==> src/hdl/ihx_pkg.sv <==
// Package with the shared types, constants and helper functions of the incremental hash.
`default_nettype none

package ihx_pkg;

	localparam logic [63:0] MULT_A = 64'h87c37b91114253d5;
	localparam logic [63:0] MULT_B = 64'h4cf5ad432745937f;
	localparam logic [63:0] ADD_ONE = 64'h0000000052dce729;
	localparam logic [63:0] ADD_TWO = 64'h0000000038495ab5;
	localparam logic [63:0] FMIX_A = 64'hff51afd7ed558ccd;
	localparam logic [63:0] FMIX_B = 64'hc4ceb9fe1a85ec53;

	localparam int unsigned ROT_K1 = 31;
	localparam int unsigned ROT_K2 = 33;
	localparam int unsigned ROT_L1 = 27;
	localparam int unsigned ROT_L2 = 31;
	localparam int unsigned FMIX_SHIFT = 33;

	localparam logic [4:0] FULL_BYTES = 5'd16;
	localparam logic [4:0] WORD_BYTES = 5'd8;

	localparam logic MODE_ABSORB = 1'b0;
	localparam logic MODE_FINAL = 1'b1;

	typedef enum logic [1:0] {
		KIND_FULL,
		KIND_TAIL,
		KIND_FINAL
	} ihx_kind_t;

	typedef struct packed {
		logic mode;
		logic [63:0] word_low;
		logic [63:0] word_high;
		logic [4:0] valid_bytes;
	} ihx_in_t;

	typedef struct packed {
		logic [63:0] hash_low;
		logic [63:0] hash_high;
	} ihx_out_t;

	typedef struct packed {
		ihx_kind_t kind;
		logic [4:0] byte_count;
		logic [63:0] k1;
		logic [63:0] k2;
	} ihx_entry_t;

	function automatic logic [63:0] rotl64(input logic [63:0] x, input int unsigned r);
		return (x << r) | (x >> (64 - r));
	endfunction

	function automatic logic [63:0] keep_bytes(input logic [63:0] w, input logic [4:0] n);
		logic [63:0] r;
		r = '0;
		for (int i = 0; i < 8; i++) begin
			if (5'(i) < n) begin
				r[i*8 +: 8] = w[i*8 +: 8];
			end
		end
		return r;
	endfunction

	function automatic logic [63:0] shift_xor(input logic [63:0] x);
		return x ^ (x >> FMIX_SHIFT);
	endfunction

endpackage

`default_nettype wire

==> src/hdl/ihx_queue.sv <==
// Small first-in first-out queue of classified transactions between front and back.
`default_nettype none

module ihx_queue #(
	parameter int unsigned DEPTH = 2
) (
	input wire logic clk,
	input wire logic arst_n,
	input wire logic push,
	input wire ihx_pkg::ihx_entry_t push_entry,
	output logic full,
	input wire logic pop,
	output logic pop_valid,
	output ihx_pkg::ihx_entry_t pop_entry
);

	localparam int unsigned PW = (DEPTH > 1) ? $clog2(DEPTH) : 1;
	localparam int unsigned CW = $clog2(DEPTH + 1);

	ihx_pkg::ihx_entry_t mem_q [DEPTH];
	logic [PW-1:0] wr_ptr_q;
	logic [PW-1:0] rd_ptr_q;
	logic [CW-1:0] count_q;

	function automatic logic [PW-1:0] next_ptr(input logic [PW-1:0] p);
		return (p == PW'(DEPTH - 1)) ? '0 : p + PW'(1);
	endfunction

	assign full = (count_q == CW'(DEPTH));
	assign pop_valid = (count_q != '0);
	assign pop_entry = mem_q[rd_ptr_q];

	always_ff @(posedge clk) begin
		if (push) begin
			mem_q[wr_ptr_q] <= push_entry;
		end
	end

	always_ff @(posedge clk or negedge arst_n) begin
		if (!arst_n) begin
			wr_ptr_q <= '0;
			rd_ptr_q <= '0;
			count_q <= '0;
		end else begin
			if (push) begin
				wr_ptr_q <= next_ptr(wr_ptr_q);
			end
			if (pop) begin
				rd_ptr_q <= next_ptr(rd_ptr_q);
			end
			if (push && !pop) begin
				count_q <= count_q + CW'(1);
			end else if (pop && !push) begin
				count_q <= count_q - CW'(1);
			end
		end
	end

	a_no_push_full: assert property (@(posedge clk) disable iff (!arst_n) push |-> !full)
		else $error("Queue written while full.");
	a_no_pop_empty: assert property (@(posedge clk) disable iff (!arst_n) pop |-> pop_valid)
		else $error("Queue read while empty.");
	a_count_bound: assert property (@(posedge clk) disable iff (!arst_n)
		count_q <= CW'(DEPTH))
		else $error("Queue count beyond its depth.");

endmodule

`default_nettype wire

==> config.mk <==
export PLATFORM = sky130hd
export DESIGN_NAME = ihx_queue
export DESIGN_NICKNAME = d
export VERILOG_FILES = /design/src/hdl/ihx_pkg.sv /design/src/hdl/ihx_queue.sv
export SDC_FILE = /design/constraint.sdc
export NUM_CORES = 1
export LEC_CHECK = 0
export ABC_CLOCK_PERIOD_IN_PS = 11550
export BUFFER_PORTS_ARGS = -buffer_cell sky130_fd_sc_hd__buf_2
export CORE_ASPECT_RATIO = 0.7
export CORE_UTILIZATION = 40
export CTS_BUF_LIST = sky130_fd_sc_hd__clkbuf_2 sky130_fd_sc_hd__clkbuf_4 sky130_fd_sc_hd__clkbuf_8
export DETAILED_ROUTE_END_ITERATION = 16
export PLACE_DENSITY_LB_ADDON = 0.05
export SLEW_MARGIN = 20
export SYNTH_ARGS = -nofsm -noshare
export SYNTH_HDL_FRONTEND = slang
export SYNTH_SLANG_ARGS = --single-unit
==> constraint.sdc <==
create_clock -name clk -period 11.55 [get_ports clk]
set_input_delay 0.5775 -clock clk [delete_from_list [all_inputs] [get_ports clk]]
set_output_delay 0.5775 -clock clk [all_outputs]
set_load 0.03 [all_outputs]
# Yosys cells after proc, flatten, opt, wreduce, memory -nomap -nowiden
# Memories as Yosys holds them, arrays and structs flattened.
# Cells that the tools add are included.
dict set report op_classes {
  n_addsub 4
  eq_ne 1
  n_mux 6
  reduce_logical 6
}
# op count
set ops {}
lappend ops {{$mux 1} 4}
lappend ops {{$mux 2} 2}
lappend ops {{$reduce_bool 2->1} 2}
lappend ops {{$add 1x1->1 const B} 2}
lappend ops {{$add 2x1->2 const B} 1}
lappend ops {{$eq 2x2->1 const B} 1}
lappend ops {{$logic_and 1x1->1} 2}
lappend ops {{$logic_not 1->1} 2}
lappend ops {{$sub 2x1->2 const B} 1}
dict set report word_totals {
  reg_bits 4
  mem_bits_rw 270
  input_bits 139
  out_inout_bits 137
  word_cells 21
  n_memories 1
}
# name depth width rd rd_ports_with_merged_regs write_ports line_no
set mem_list {}
lappend mem_list {mem_q 2 135 1 0 1 ihx_queue.sv:20} ;# ihx_pkg::ihx_entry_t mem_q [DEPTH];

# Longest topological paths before layout
dict set report logic_depth {
  ltp_word 4
  mapped_depth 5
  mapped_depth_nobuf 5
}

# Least setup slack after synthesis
# OpenSTA, ideal clock, no wires.
dict set report synth_timing {
  path_kind {input port to flip-flop}
  startpoint {input push}
  endpoint {memory mem_q[0][0] (netlist bit) (enable)}
  setup_time_ps 647
  arrival_ps 6425
  required_ps 10903
  path_slack_ps 4478
  path_stages 1
  n_path_buf 0
  path_cell_list {nor2b_1}
}
dict set report synth_via {
  elab_chain_len 2
}
# item line_no
set synth_lines {}
lappend synth_lines {{start: declaration} ihx_queue.sv:9} ;# input wire logic push,
lappend synth_lines {{$mux 1} ihx_queue.sv:34} ;# if (push) begin
lappend synth_lines {{$mux 1 (not written as such)} ihx_queue.sv:35} ;# mem_q[wr_ptr_q] <= push_entry;
lappend synth_lines {{end: declaration} ihx_queue.sv:20}
# No other way between the ends.

==> metrics <==
status=finished, final reports clean; Crit-path slowest cell=dfrtp_4; layout cells sized above 1=63.0%; Top delay family on crit path=buffers and inverters; CTS tree=yes; Final setup viols=0; Yosys reg bits=274; via count=5140; pwr dens=268 nW/um2; grt ovf=0; vias in the first global route=5412; Final #Nets=889; IO buf count=275; Syn Inst Count=436; clock share of power=24.5%; post_cts resized=0; Seq/Total Area, Yosys=81.4%; Internal=2.23 mW; worst vdd ir=110 uV; Worst EP arrival=3.06 ns; global routing usage on met2=24.5%; met3 Use GR=6.47%; filler cell count in the final layout=2047; max_cap viols=0; Clk pin slew, worst setup/hold paths=0.07 ns; I/O Pins=276; Die Span Y=135 um; Detail Placement HPWL=13000 um; Die Area=25800 um2; total CTS buffers=44; die width=192 um; mean area per synthesized cell=23.1 um2; CP bufs+invs=3; total power=3.42 mW; remaining antenna violation count=0; Final min period=3.64 ns; Post-Syn Nets=576; Tcrit/Tclk final=31.5%; WL final=20300 um; worst slew pin tran=0.989 ns; routability cong.=0.755; number of distinct library cells after synthesis=14; DR pass1 iterations=4; CP Data Required Time=10.97 ns; start point of the critical path=rd_ptr_q; worst-path maximum fanout=55; Combinational Power Share=34.3%; pins over their slew limit=0; CP startpoint kind=flip-flop; Switching Fraction=35.0%; total clock sinks=274; largest net degree at the start of global routing=80; Post-CTS Setup Repair Bufs=0; Multi-input gate area=1770 um2; Reg power frac=41.2%; Slew headroom=34.1%; Worst Hold Class=in2reg; hold_sp=push_entry[121]; mapped cell area=10100 um2; CTS max path bufs=3; # rows=48; CORE AREA=24700 um2; met1 Usage GRT=18.7%; layer with the highest usage=met2; 1st-iter DRT viols=222; setup repair after global routing missed its margin=no; layout overhead on the synthesized area=26.6%; kind of critical path=reg2out; Yosys warning total=0; Fin. Hold Viols=0; CTS H-tree depth=2; worst r2r src=wr_ptr_q; Wirelength per Cell=18.2 um; DRC=0; CP Cell Sequence=buf_4, buf_16, mux2_2, buf_2; initial antenna violation count=6; leakage power=4.94 nW; Net Switching=1.20 mW; root buf cell=clkbuf_8; hold slack=0.217 ns; Initial Utilization=40.8%; register area=8210 um2; Layout Utilization=51.7%; CP peak stage delay=1.02 ns; Final Skew=0.0153 ns; Total Routing Usage GR=15.5%; fmax=0.275 GHz; Clk Latency, worst-skew pair=0.54 ns; drt via density=4.63; crit end category=primary output; setup total negative slack=0 ns; first-pass GRT wire length=29700 um
flip-flops by register name (all words and copies together), names as in the netlist:
signal,count
mem_q,270
count_q,2
rd_ptr_q,1
wr_ptr_q,1
power by group through the flow:
stage	Combinational, mW	Clock [mW]	Sequential (mW)
4_1_cts	1.19	0.865	1.42
3_3_place_gp	1.18	0	1.43
3_5_place_dp	1.19	0	1.44
5_1_grt	1.24	0.912	1.43
2_1_floorplan	0.922	0	1.41
6_report	1.18	0.837	1.41
repair_timing:
| action | in CTS | in global routing |
|---|---|---|
| hold buffers | 1 | 0 |
| endpoints found under the hold margin | 4 | 0 |
| setup endpoints to repair | 0 | 0 |
cell families after synthesis:
kind of cell,share of synthesized area (%)
flops,81.4
mux,16.6
buf+inv,1.15
xor+xnor,0.434
simple gates,0.286
fa+ha+maj,0.124
final timing paths:
kind,end,slack [ns],cells after the start
max,pop_entry[63],7.91,4
min,mem_q[0][121],0.22,1
max reg2reg,mem_q[0][130],9.12,2
min reg2reg,count_q[1],0.50,1
max in group asynchronous,rd_ptr_q,11.00,2
min in group asynchronous,rd_ptr_q,0.42,2
worst register-to-register path, cell delays in order, from the launching register on:
cell,delay (ns)
dfrtp_1,0.43
nor2b_4,0.66
buf_4,0.86
cells in the final DEF, fill, tap and decap left out:
master	netlist	routed
nor2b_4	0	1
buf_12	0	1
clkbuf_8	0	48
bufinv_16	0	2
dfrtp_1	4	3
xnor2_1	1	1
diode_2	0	4
xor2_1	4	4
ha_1	1	1
clkinv_2	0	7
edfxtp_1	270	270
mux2_4	40	40
buf_2	9	275
or2_2	1	1
clkinvlp_4	0	1
nor2_1	1	1
buf_16	0	1
clkinv_1	0	6
nor2b_1	2	1
inv_1	1	1
buf_4	0	4
and2_4	0	1
dlygate4sd3_1	0	1
dfrtp_4	0	1
mux2_2	95	95
clkbuf_4	0	15
per-layer routing:
metal | routed length, um | vias up
li1 | - | 2369
met1 | 8070 | 2530
met2 | 9760 | 199
met3 | 2000 | 38
met4 | 430 | 4
met5 | 16 | -
layout make-up:
| type | count | share of cell area [%] |
|---|---|---|
| Antenna cell | 4 | 0.0784 |
| Clock buffer | 63 | 6.06 |
| Clock inverter | 16 | 0.981 |
| Inverter | 1 | 0.0294 |
| Multi-Input combinational cell | 146 | 13.8 |
| Sequential cell | 274 | 64.4 |
| Tap cell | 325 | 3.19 |
| Timing Repair Buffer | 282 | 11.5 |
per-stage QoR:
| stage | area, um2 | setup slack, ns | cells |
|---|---|---|---|
| 6_report | 12800 | 7.91 | 1111 |
| 4_1_cts | 12700 | 7.79 | 1106 |
| 3_3_place_gp | 11800 | 8.21 | 1025 |
| 2_1_floorplan | 10100 | 4.48 | 436 |
| 5_1_grt | 12800 | 7.70 | 1109 |
| 3_5_place_dp | 11800 | 8.40 | 1026 |
cell usage after synthesis:
library cell	number	share of area (%)
and2_1	1	0.062
buf_2	9	0.45
buf_6	6	0.67
dfrtp_1	4	0.99
edfxtp_1	270	80
ha_1	1	0.12
inv_1	1	0.037
mux2_2	95	11
mux2_4	40	6.0
nor2_1	1	0.037
nor2b_1	2	0.12
or2_2	1	0.062
xnor2_1	1	0.087
xor2_1	4	0.35
Note: power is estimated with default switching activity, not from simulation.
