[config.mk]
export PLATFORM = sky130hd
export DESIGN_NAME = ihx_front
export DESIGN_NICKNAME = d
export VERILOG_FILES = /design/src/hdl/ihx_pkg.sv /design/src/hdl/ihx_mul64.sv /design/src/hdl/ihx_front.sv
export SDC_FILE = /design/constraint.sdc
export NUM_CORES = 2
export LEC_CHECK = 0
export CORE_ASPECT_RATIO = 1.1
export CORE_MARGIN = 3
export CORE_UTILIZATION = 50
export DETAILED_ROUTE_END_ITERATION = 7
export DONT_BUFFER_PORTS = 1
export SLEW_MARGIN = 15
export SYNTH_ARGS = -nofsm -noshare
export SYNTH_HDL_FRONTEND = slang
export SYNTH_SLANG_ARGS = --single-unit
[constraint.sdc]
create_clock -name clk -period 11.8 [get_ports clk]
set_clock_uncertainty 0.2 [all_clocks]
set_input_delay 1.77 -clock clk [delete_from_list [all_inputs] [get_ports clk]]
set_output_delay 1.77 -clock clk [all_outputs]
set_load 0.02 [all_outputs]
[src/hdl/ihx_pkg.sv]
// Package with the shared types, constants and helper functions of the incremental hash.
`default_nettype none

package ihx_pkg;

	localparam logic [63:0] MULT_A = 64'h87c37b91114253d5;
	localparam logic [63:0] MULT_B = 64'h4cf5ad432745937f;
	localparam logic [63:0] ADD_ONE = 64'h0000000052dce729;
	localparam logic [63:0] ADD_TWO = 64'h0000000038495ab5;
	localparam logic [63:0] FMIX_A = 64'hff51afd7ed558ccd;
	localparam logic [63:0] FMIX_B = 64'hc4ceb9fe1a85ec53;

	localparam int unsigned ROT_K1 = 31;
	localparam int unsigned ROT_K2 = 33;
	localparam int unsigned ROT_L1 = 27;
	localparam int unsigned ROT_L2 = 31;
	localparam int unsigned FMIX_SHIFT = 33;

	localparam logic [4:0] FULL_BYTES = 5'd16;
	localparam logic [4:0] WORD_BYTES = 5'd8;

	localparam logic MODE_ABSORB = 1'b0;
	localparam logic MODE_FINAL = 1'b1;

	typedef enum logic [1:0] {
		KIND_FULL,
		KIND_TAIL,
		KIND_FINAL
	} ihx_kind_t;

	typedef struct packed {
		logic mode;
		logic [63:0] word_low;
		logic [63:0] word_high;
		logic [4:0] valid_bytes;
	} ihx_in_t;

	typedef struct packed {
		logic [63:0] hash_low;
		logic [63:0] hash_high;
	} ihx_out_t;

	typedef struct packed {
		ihx_kind_t kind;
		logic [4:0] byte_count;
		logic [63:0] k1;
		logic [63:0] k2;
	} ihx_entry_t;

	function automatic logic [63:0] rotl64(input logic [63:0] x, input int unsigned r);
		return (x << r) | (x >> (64 - r));
	endfunction

	function automatic logic [63:0] keep_bytes(input logic [63:0] w, input logic [4:0] n);
		logic [63:0] r;
		r = '0;
		for (int i = 0; i < 8; i++) begin
			if (5'(i) < n) begin
				r[i*8 +: 8] = w[i*8 +: 8];
			end
		end
		return r;
	endfunction

	function automatic logic [63:0] shift_xor(input logic [63:0] x);
		return x ^ (x >> FMIX_SHIFT);
	endfunction

endpackage

`default_nettype wire

[src/hdl/ihx_mul64.sv]
// Two-stage 64 by 64 multiplier that keeps the low 64 bits of the product.
`default_nettype none

module ihx_mul64 (
	input wire logic clk,
	input wire logic [63:0] a_in,
	input wire logic [63:0] b_in,
	output logic [63:0] prod
);

	logic [63:0] ll_s1;
	logic [31:0] lh_s1;
	logic [31:0] hl_s1;
	logic [63:0] prod_s2;

	always_ff @(posedge clk) begin
		ll_s1 <= {32'b0, a_in[31:0]} * {32'b0, b_in[31:0]};
		lh_s1 <= a_in[31:0] * b_in[63:32];
		hl_s1 <= a_in[63:32] * b_in[31:0];
		prod_s2 <= ll_s1 + {lh_s1 + hl_s1, 32'b0};
	end

	assign prod = prod_s2;

endmodule

`default_nettype wire

[src/hdl/ihx_front.sv]
// Front part: accepts transactions, masks tail bytes and premixes both chunk words.
`default_nettype none

module ihx_front (
	input wire logic clk,
	input wire logic arst_n,
	input wire logic in_valid,
	output logic in_ready,
	input wire ihx_pkg::ihx_in_t in_data,
	output logic push,
	input wire logic full,
	output ihx_pkg::ihx_entry_t push_entry
);

	typedef enum logic [2:0] {
		F_IDLE = 3'b001,
		F_RUN = 3'b010,
		F_PUSH = 3'b100
	} front_state_t;

	localparam logic [3:0] STEP_ROT1 = 4'd2;
	localparam logic [3:0] STEP_K1 = 4'd5;
	localparam logic [3:0] STEP_ROT2 = 4'd8;
	localparam logic [3:0] STEP_K2 = 4'd11;

	front_state_t state_q;
	logic [3:0] step_q;
	ihx_pkg::ihx_kind_t kind_q;
	logic [4:0] count_q;
	logic [63:0] k1_q;
	logic [63:0] k2_q;
	logic [63:0] w1m_q;
	logic [63:0] op_a_q;
	logic [63:0] op_b_q;
	logic [63:0] prod;
	logic [4:0] n_eff;
	logic [4:0] n_high;
	logic accept;

	ihx_mul64 u_mul (
		.clk(clk),
		.a_in(op_a_q),
		.b_in(op_b_q),
		.prod(prod)
	);

	assign in_ready = (state_q == F_IDLE);
	assign accept = in_valid && in_ready;
	assign n_eff = (in_data.valid_bytes > ihx_pkg::FULL_BYTES) ? ihx_pkg::FULL_BYTES
		: in_data.valid_bytes;
	assign n_high = (n_eff > ihx_pkg::WORD_BYTES) ? n_eff - ihx_pkg::WORD_BYTES : 5'd0;
	assign push = (state_q == F_PUSH) && !full;

	always_comb begin
		push_entry.kind = kind_q;
		push_entry.byte_count = count_q;
		push_entry.k1 = k1_q;
		push_entry.k2 = k2_q;
	end

	always_ff @(posedge clk or negedge arst_n) begin
		if (!arst_n) begin
			state_q <= F_IDLE;
			step_q <= 4'd0;
		end else begin
			case (state_q)
				F_IDLE: begin
					step_q <= 4'd0;
					if (accept) begin
						if (in_data.mode == ihx_pkg::MODE_FINAL) begin
							state_q <= F_PUSH;
						end else if (n_eff != 5'd0) begin
							state_q <= F_RUN;
						end
					end
				end
				F_RUN: begin
					step_q <= step_q + 4'd1;
					if (step_q == STEP_K2) begin
						state_q <= F_PUSH;
					end
				end
				F_PUSH: begin
					if (!full) begin
						state_q <= F_IDLE;
					end
				end
				default: begin
					state_q <= F_IDLE;
				end
			endcase
		end
	end

	always_ff @(posedge clk) begin
		case (state_q)
			F_IDLE: begin
				if (accept) begin
					if (in_data.mode == ihx_pkg::MODE_FINAL) begin
						kind_q <= ihx_pkg::KIND_FINAL;
						count_q <= 5'd0;
					end else begin
						kind_q <= (n_eff == ihx_pkg::FULL_BYTES) ? ihx_pkg::KIND_FULL
							: ihx_pkg::KIND_TAIL;
						count_q <= n_eff;
					end
					w1m_q <= ihx_pkg::keep_bytes(in_data.word_high, n_high);
					op_a_q <= ihx_pkg::keep_bytes(in_data.word_low, n_eff);
					op_b_q <= ihx_pkg::MULT_A;
				end
			end
			F_RUN: begin
				case (step_q)
					STEP_ROT1: begin
						op_a_q <= ihx_pkg::rotl64(prod, ihx_pkg::ROT_K1);
						op_b_q <= ihx_pkg::MULT_B;
					end
					STEP_K1: begin
						k1_q <= prod;
						op_a_q <= w1m_q;
						op_b_q <= ihx_pkg::MULT_B;
					end
					STEP_ROT2: begin
						op_a_q <= ihx_pkg::rotl64(prod, ihx_pkg::ROT_K2);
						op_b_q <= ihx_pkg::MULT_A;
					end
					STEP_K2: begin
						k2_q <= prod;
					end
					default: begin
					end
				endcase
			end
			default: begin
			end
		endcase
	end

endmodule

`default_nettype wire

Word-level counts from Yosys, hierarchy flattened
Index checks and enable logic that the tools add are counted.
{ "word_totals": {"ff_bits": 526, "output_inout_bits": 137, "in_bits": 138} }
{ "classes": {"eq_ne": 14, "n_reduce_logical": 12, "bitwise": 2, "muxes": 24, "magnitude_cmp": 18, "addsub": 4, "multipliers": 3} }
{ "ops": {"columns": ["operator", "n"], "rows": [
  ["case mux 64 bit (2 select lines)", 3],
  ["case mux 64 bit (3 select lines)", 1],
  ["two-way mux 64 bit", 2],
  ["adder 64 bit", 1],
  ["multiplier 32 x 32 -> 32 bit", 2],
  ["multiplier 32 x 32 -> 64 bit", 1],
  ["two-way mux 8 bit", 8],
  ["OR 64 x 31 -> 64 bit", 1],
  ["OR 64 x 33 -> 64 bit", 1],
  ["less-than comparator 3 x 5 -> 1 bit (first input constant)", 8],
  ["adder 32 bit", 1],
  ["less-than comparator 1 x 5 -> 1 bit (first input constant)", 4],
  ["less-than comparator 2 x 5 -> 1 bit (first input constant)", 4],
  ["two-way mux 3 bit", 5],
  ["two-way mux 5 bit", 2],
  ["case mux 3 bit (3 select lines)", 1],
  ["== test 4 bit (second input constant)", 2],
  ["case mux 4 bit (2 select lines)", 1],
  ["AND reduction 2 bit", 3],
  ["AND reduction 3 bit", 2],
  ["== test 5 bit (second input constant)", 1],
  ["greater-than comparator 5 x 4 -> 1 bit (second input constant)", 1],
  ["greater-than comparator 5 bit (second input constant)", 1],
  ["nonzero test 5 bit", 1],
  ["18 further kinds", 20]
]} }

Depth between registers and ports, before layout
{ "depth": {"word_depth": 7, "mapped_depth": 34, "ltp_nobuf": 30} }

Modules after synthesis
From an unflattened synthesis, not the netlist that was laid out.
{ "unflattened": {"cells_unflattened": 8614, "area_unflattened_um2": 82527.9} }
{ "by_module_without_submodules": {"columns": ["mod", "cells_each", "area_per_inst_um2", "n_inst", "seq_area_each_um2"], "rows": [
  ["ihx_mul64", 7893, 71394.7, 1, 3843.7],
  ["ihx_front", 721, 11133.2, 1, 8134.1]
]} }

Worst setup path before layout
OpenSTA, ideal clock, no wires.
{ "synth_path": {"path_type": "register to register", "startpoint": "reg op_b_q[62] (netlist name)", "endpoint": "reg u_mul.ll_s1[62]", "t_arrival_ns": 7.936, "slack_ns": 3.592, "synth_period_minus_slack_ns": 8.208, "required_time_ns": 11.528, "stages_incl_launch_ff": 30, "path_buffers": 4, "cell_sequence": "edfxtp_1 -> clkbuf_1 -> buf_1 -> clkbuf_1 -> buf_1 -> nand2_1 -> fa_1 -> inv_1 -> fa_1 -> inv_1 -> fa_1 -> fa_1 -> inv_1 -> fa_1 -> inv_1 -> fa_1 -> fa_1 -> fa_1 -> inv_1 -> ha_1 -> a21o_1 -> a21o_1 -> a21oi_1 -> o21ai_0 -> a221oi_1 -> o221a_2 -> o31ai_4 -> o21a_1 -> a221oi_2 -> xnor2_1"} }
{ "synth_rtl": {"columns": ["element", "line_no", "source"], "rows": [
  ["to (signal assigned)", "ihx_mul64.sv:17", "ll_s1 <= {32'b0, a_in[31:0]} * {32'b0, b_in[31:0]};"],
  ["to (decl)", "ihx_mul64.sv:11", "logic [63:0] ll_s1;"]
]} }

==> reports/qor.txt <==
Die Height: 380 µm
Top cell by count, worst path: fa_1
drt pass-1 iters: 5
first-pass GRT wire length: 304000 µm
DPL Wire Length: 178000 µm
Vias: 42500
Crit path required time: 12.20 ns
Root Driver: clkbuf_16
max-slew violations: 0
GRT Residual Overflow: 0
count of final hold-check violations: 0
fin nets: 8224
Fill cells: 11300
top sig layer: met5
Clk Latency, worst-skew pair: 0.67 ns
endpoint type of the worst setup path: flop
Synth Area in XOR/XNOR: 4.06%
GRT Util Overall: 31.8%
First DRT Iteration DRCs: 3099
Seq cells post-synth: 462
maxcap violations: 0
startpoint types: flop
largest family of logic cells by synthesized area: adder cells
DRC: 0
Slew @ Worst Pin: 1.22 ns
Hold Buf Count CTS: 0
Critical Path Fanout Max: 54
post-synthesis mux area share: 0.0315%
Finished Cell Area: 67700 µm²
Mean Syn Cell Area: 10.5 µm²
Crit-path slowest cell: and2_1
RSZ-0062 raised after global routing: false
final period utilization: 78.8%
post-CTS setup buffers: 0
Inserted Clock Buffers: 53
Mapped Cells: 6046
CTS tree: done
drt total wl: 206000 µm
CP peak stage delay: 0.69 ns
IO buf count: 0
Core ar.: 126000 µm²
synth top area cells: fa_1, ha_1, edfxtp_1
worst setup slack after layout: 2.50 ns
Placement Setup Slack: 2.52 ns
count of cell types in the netlist: 81
leading cell type by number of instances after synthesis: inv_1
WL met2: 101000 µm
fin crit period: 9.30 ns
layout cells sized above 1: 3.29%
deepest clock path buffer count: 3
post-route ant nets: 0
Fin Setup TNS: 0 ns
cts repair resizes: 0
# H-tree levels: 2
DR vias/cell: 5.46
worst reg2reg setup slack: 2.50 ns
initial antenna violation count: 20
site row count: 136
met1 wire length: 79600 µm
Max-slew headroom: 18.2%
worst hold path type: reg -> reg
dpl cell area: 65800 µm²
io pins: 275
Synth Area in Compound Gates: 8.06%
number of synthesized flops with an enable pin: 265
final setup violation count: 0
asr flop ratio synth: 1.52%
top cell type by total area after synthesis: fa_1
die width: 346 µm
routability cong.: 0.994
WP data arrival: 9.70 ns
share of the synthesized area in the top cell type: 35.8%
simple-gate share of the synthesized area: 5.43%
clock sinks: 462
status: completed
clock slew at reported path FFs: 0.07 ns
commonest cells in the netlist: inv_1, fa_1, ha_1, nand2_1, edfxtp_1
wire per inst: 26.5 µm
Top FF cell, synth: edfxtp_1
Area growth, synth to finish: 6.56%
largest net degree at the start of global routing: 65
WS Path Type: reg -> reg
synth warn: 0
Starting Density: 50.6%
syn nets: 8199
sequential-to-total area share from yosys stat: 18.8%
Die ar.: 131000 µm²
Max Clk Rate: 108 MHz
vias in the first global route: 45700
Synth Cell Area: 63600 µm²
post-synthesis adder-cell area fraction: 53.1%
WL met3: 10900 µm
==> registers in the layout (all words and copies together), names as in the netlist <==
signal and flops:
w1m_q 64, k2_q 64, kind_q 2, u_mul.lh_s1 30, state_q 3, count_q 5, op_b_q 2, u_mul.hl_s1 32
u_mul.ll_s1 64, u_mul.prod 64, k1_q 64, op_a_q 64, step_q 4
==> through the flow <==
stage / hold slack [ns] / util, % / cells
after floorplan: 0.110 / - / 6046
after global placement: 0.112 / 52.4 / 7671
after detailed placement: 0.112 / 52.4 / 7672
after CTS: 0.0992 / 53.9 / 7772
after global routing: 0.0948 / 53.9 / 7786
final: 0.106 / 53.9 / 7788
==> cells by family after synthesis <==
family                     Yosys count
DFF                                462
xor gates and xnor gates           295
adders and majority gates         2015
muxes                                2
and+or+nand+nor                    712
buffers and inverters             1783
AOI/OAI and AO/OA                  777
==> cells in the final DEF, fill, tap and decap left out, types with 55 or more instances in the layout <==
| cell type | instances |
|---|---|
| buf_4 | 59 |
| dfxtp_1 | 190 |
| fa_1 | 1137 |
| a21o_1 | 103 |
| edfxtp_1 | 265 |
| xnor2_1 | 238 |
| xor2_1 | 57 |
| o21ai_0 | 142 |
| and2_1 | 60 |
| nor2_1 | 101 |
| ha_1 | 878 |
| inv_1 | 1687 |
| a21oi_1 | 251 |
| nand2_1 | 277 |
| clkbuf_16 | 55 |
| a22o_1 | 66 |
| nor2b_1 | 80 |
==> area by class of cell <==
type	instances	area, µm²	share of cell area (%)
Clock inverter	35	454	0.670
Antenna cell	16	40.0	0.0591
Tap cell	1656	2070	3.06
Clock buffer	65	1470	2.16
Multi-Input combinational cell	3801	45000	66.4
Sequential cell	462	11900	17.6
Inverter	1694	6360	9.39
Timing Repair Buffer	59	443	0.654
==> critical path, delay by kind of cell (launching register included) <==
family          cells  cell delay [ns]
flops               1             0.34
compound gates      4             1.39
fa+ha+maj           9             4.05
simple gates        8             2.04
buf+inv             5             0.75
xor+xnor            2             0.42
==> worst paths after layout <==
check,start,endpoint,cells past startpoint
worst max-delay path,op_b_q[62]$_SDFFCE_PN0P_,u_mul.ll_s1[63]$_DFF_P_,28
worst min-delay path,u_mul.ll_s1[22]$_DFF_P_,u_mul.prod[22]$_DFF_P_,0
worst max register to register,op_b_q[62]$_SDFFCE_PN0P_,u_mul.ll_s1[63]$_DFF_P_,28
worst min register to register,u_mul.ll_s1[22]$_DFF_P_,u_mul.prod[22]$_DFF_P_,0
max in group asynchronous,arst_n,state_q[0]$_DFFE_PN1P_,0
min in group asynchronous,arst_n,step_q[0]$_DFFE_PN0N_,0
==> routing by layer <==
metal	up-vias	global-route usage (%)
met2	1487	53.9
li1	18900	-
met5	-	0
met4	4	18.6
met3	506	4.06
met1	21600	39.0
Power is left out: the tool's default activity adds up to more than one toggle a clock period on the data nets, which glitch-free logic cannot reach.
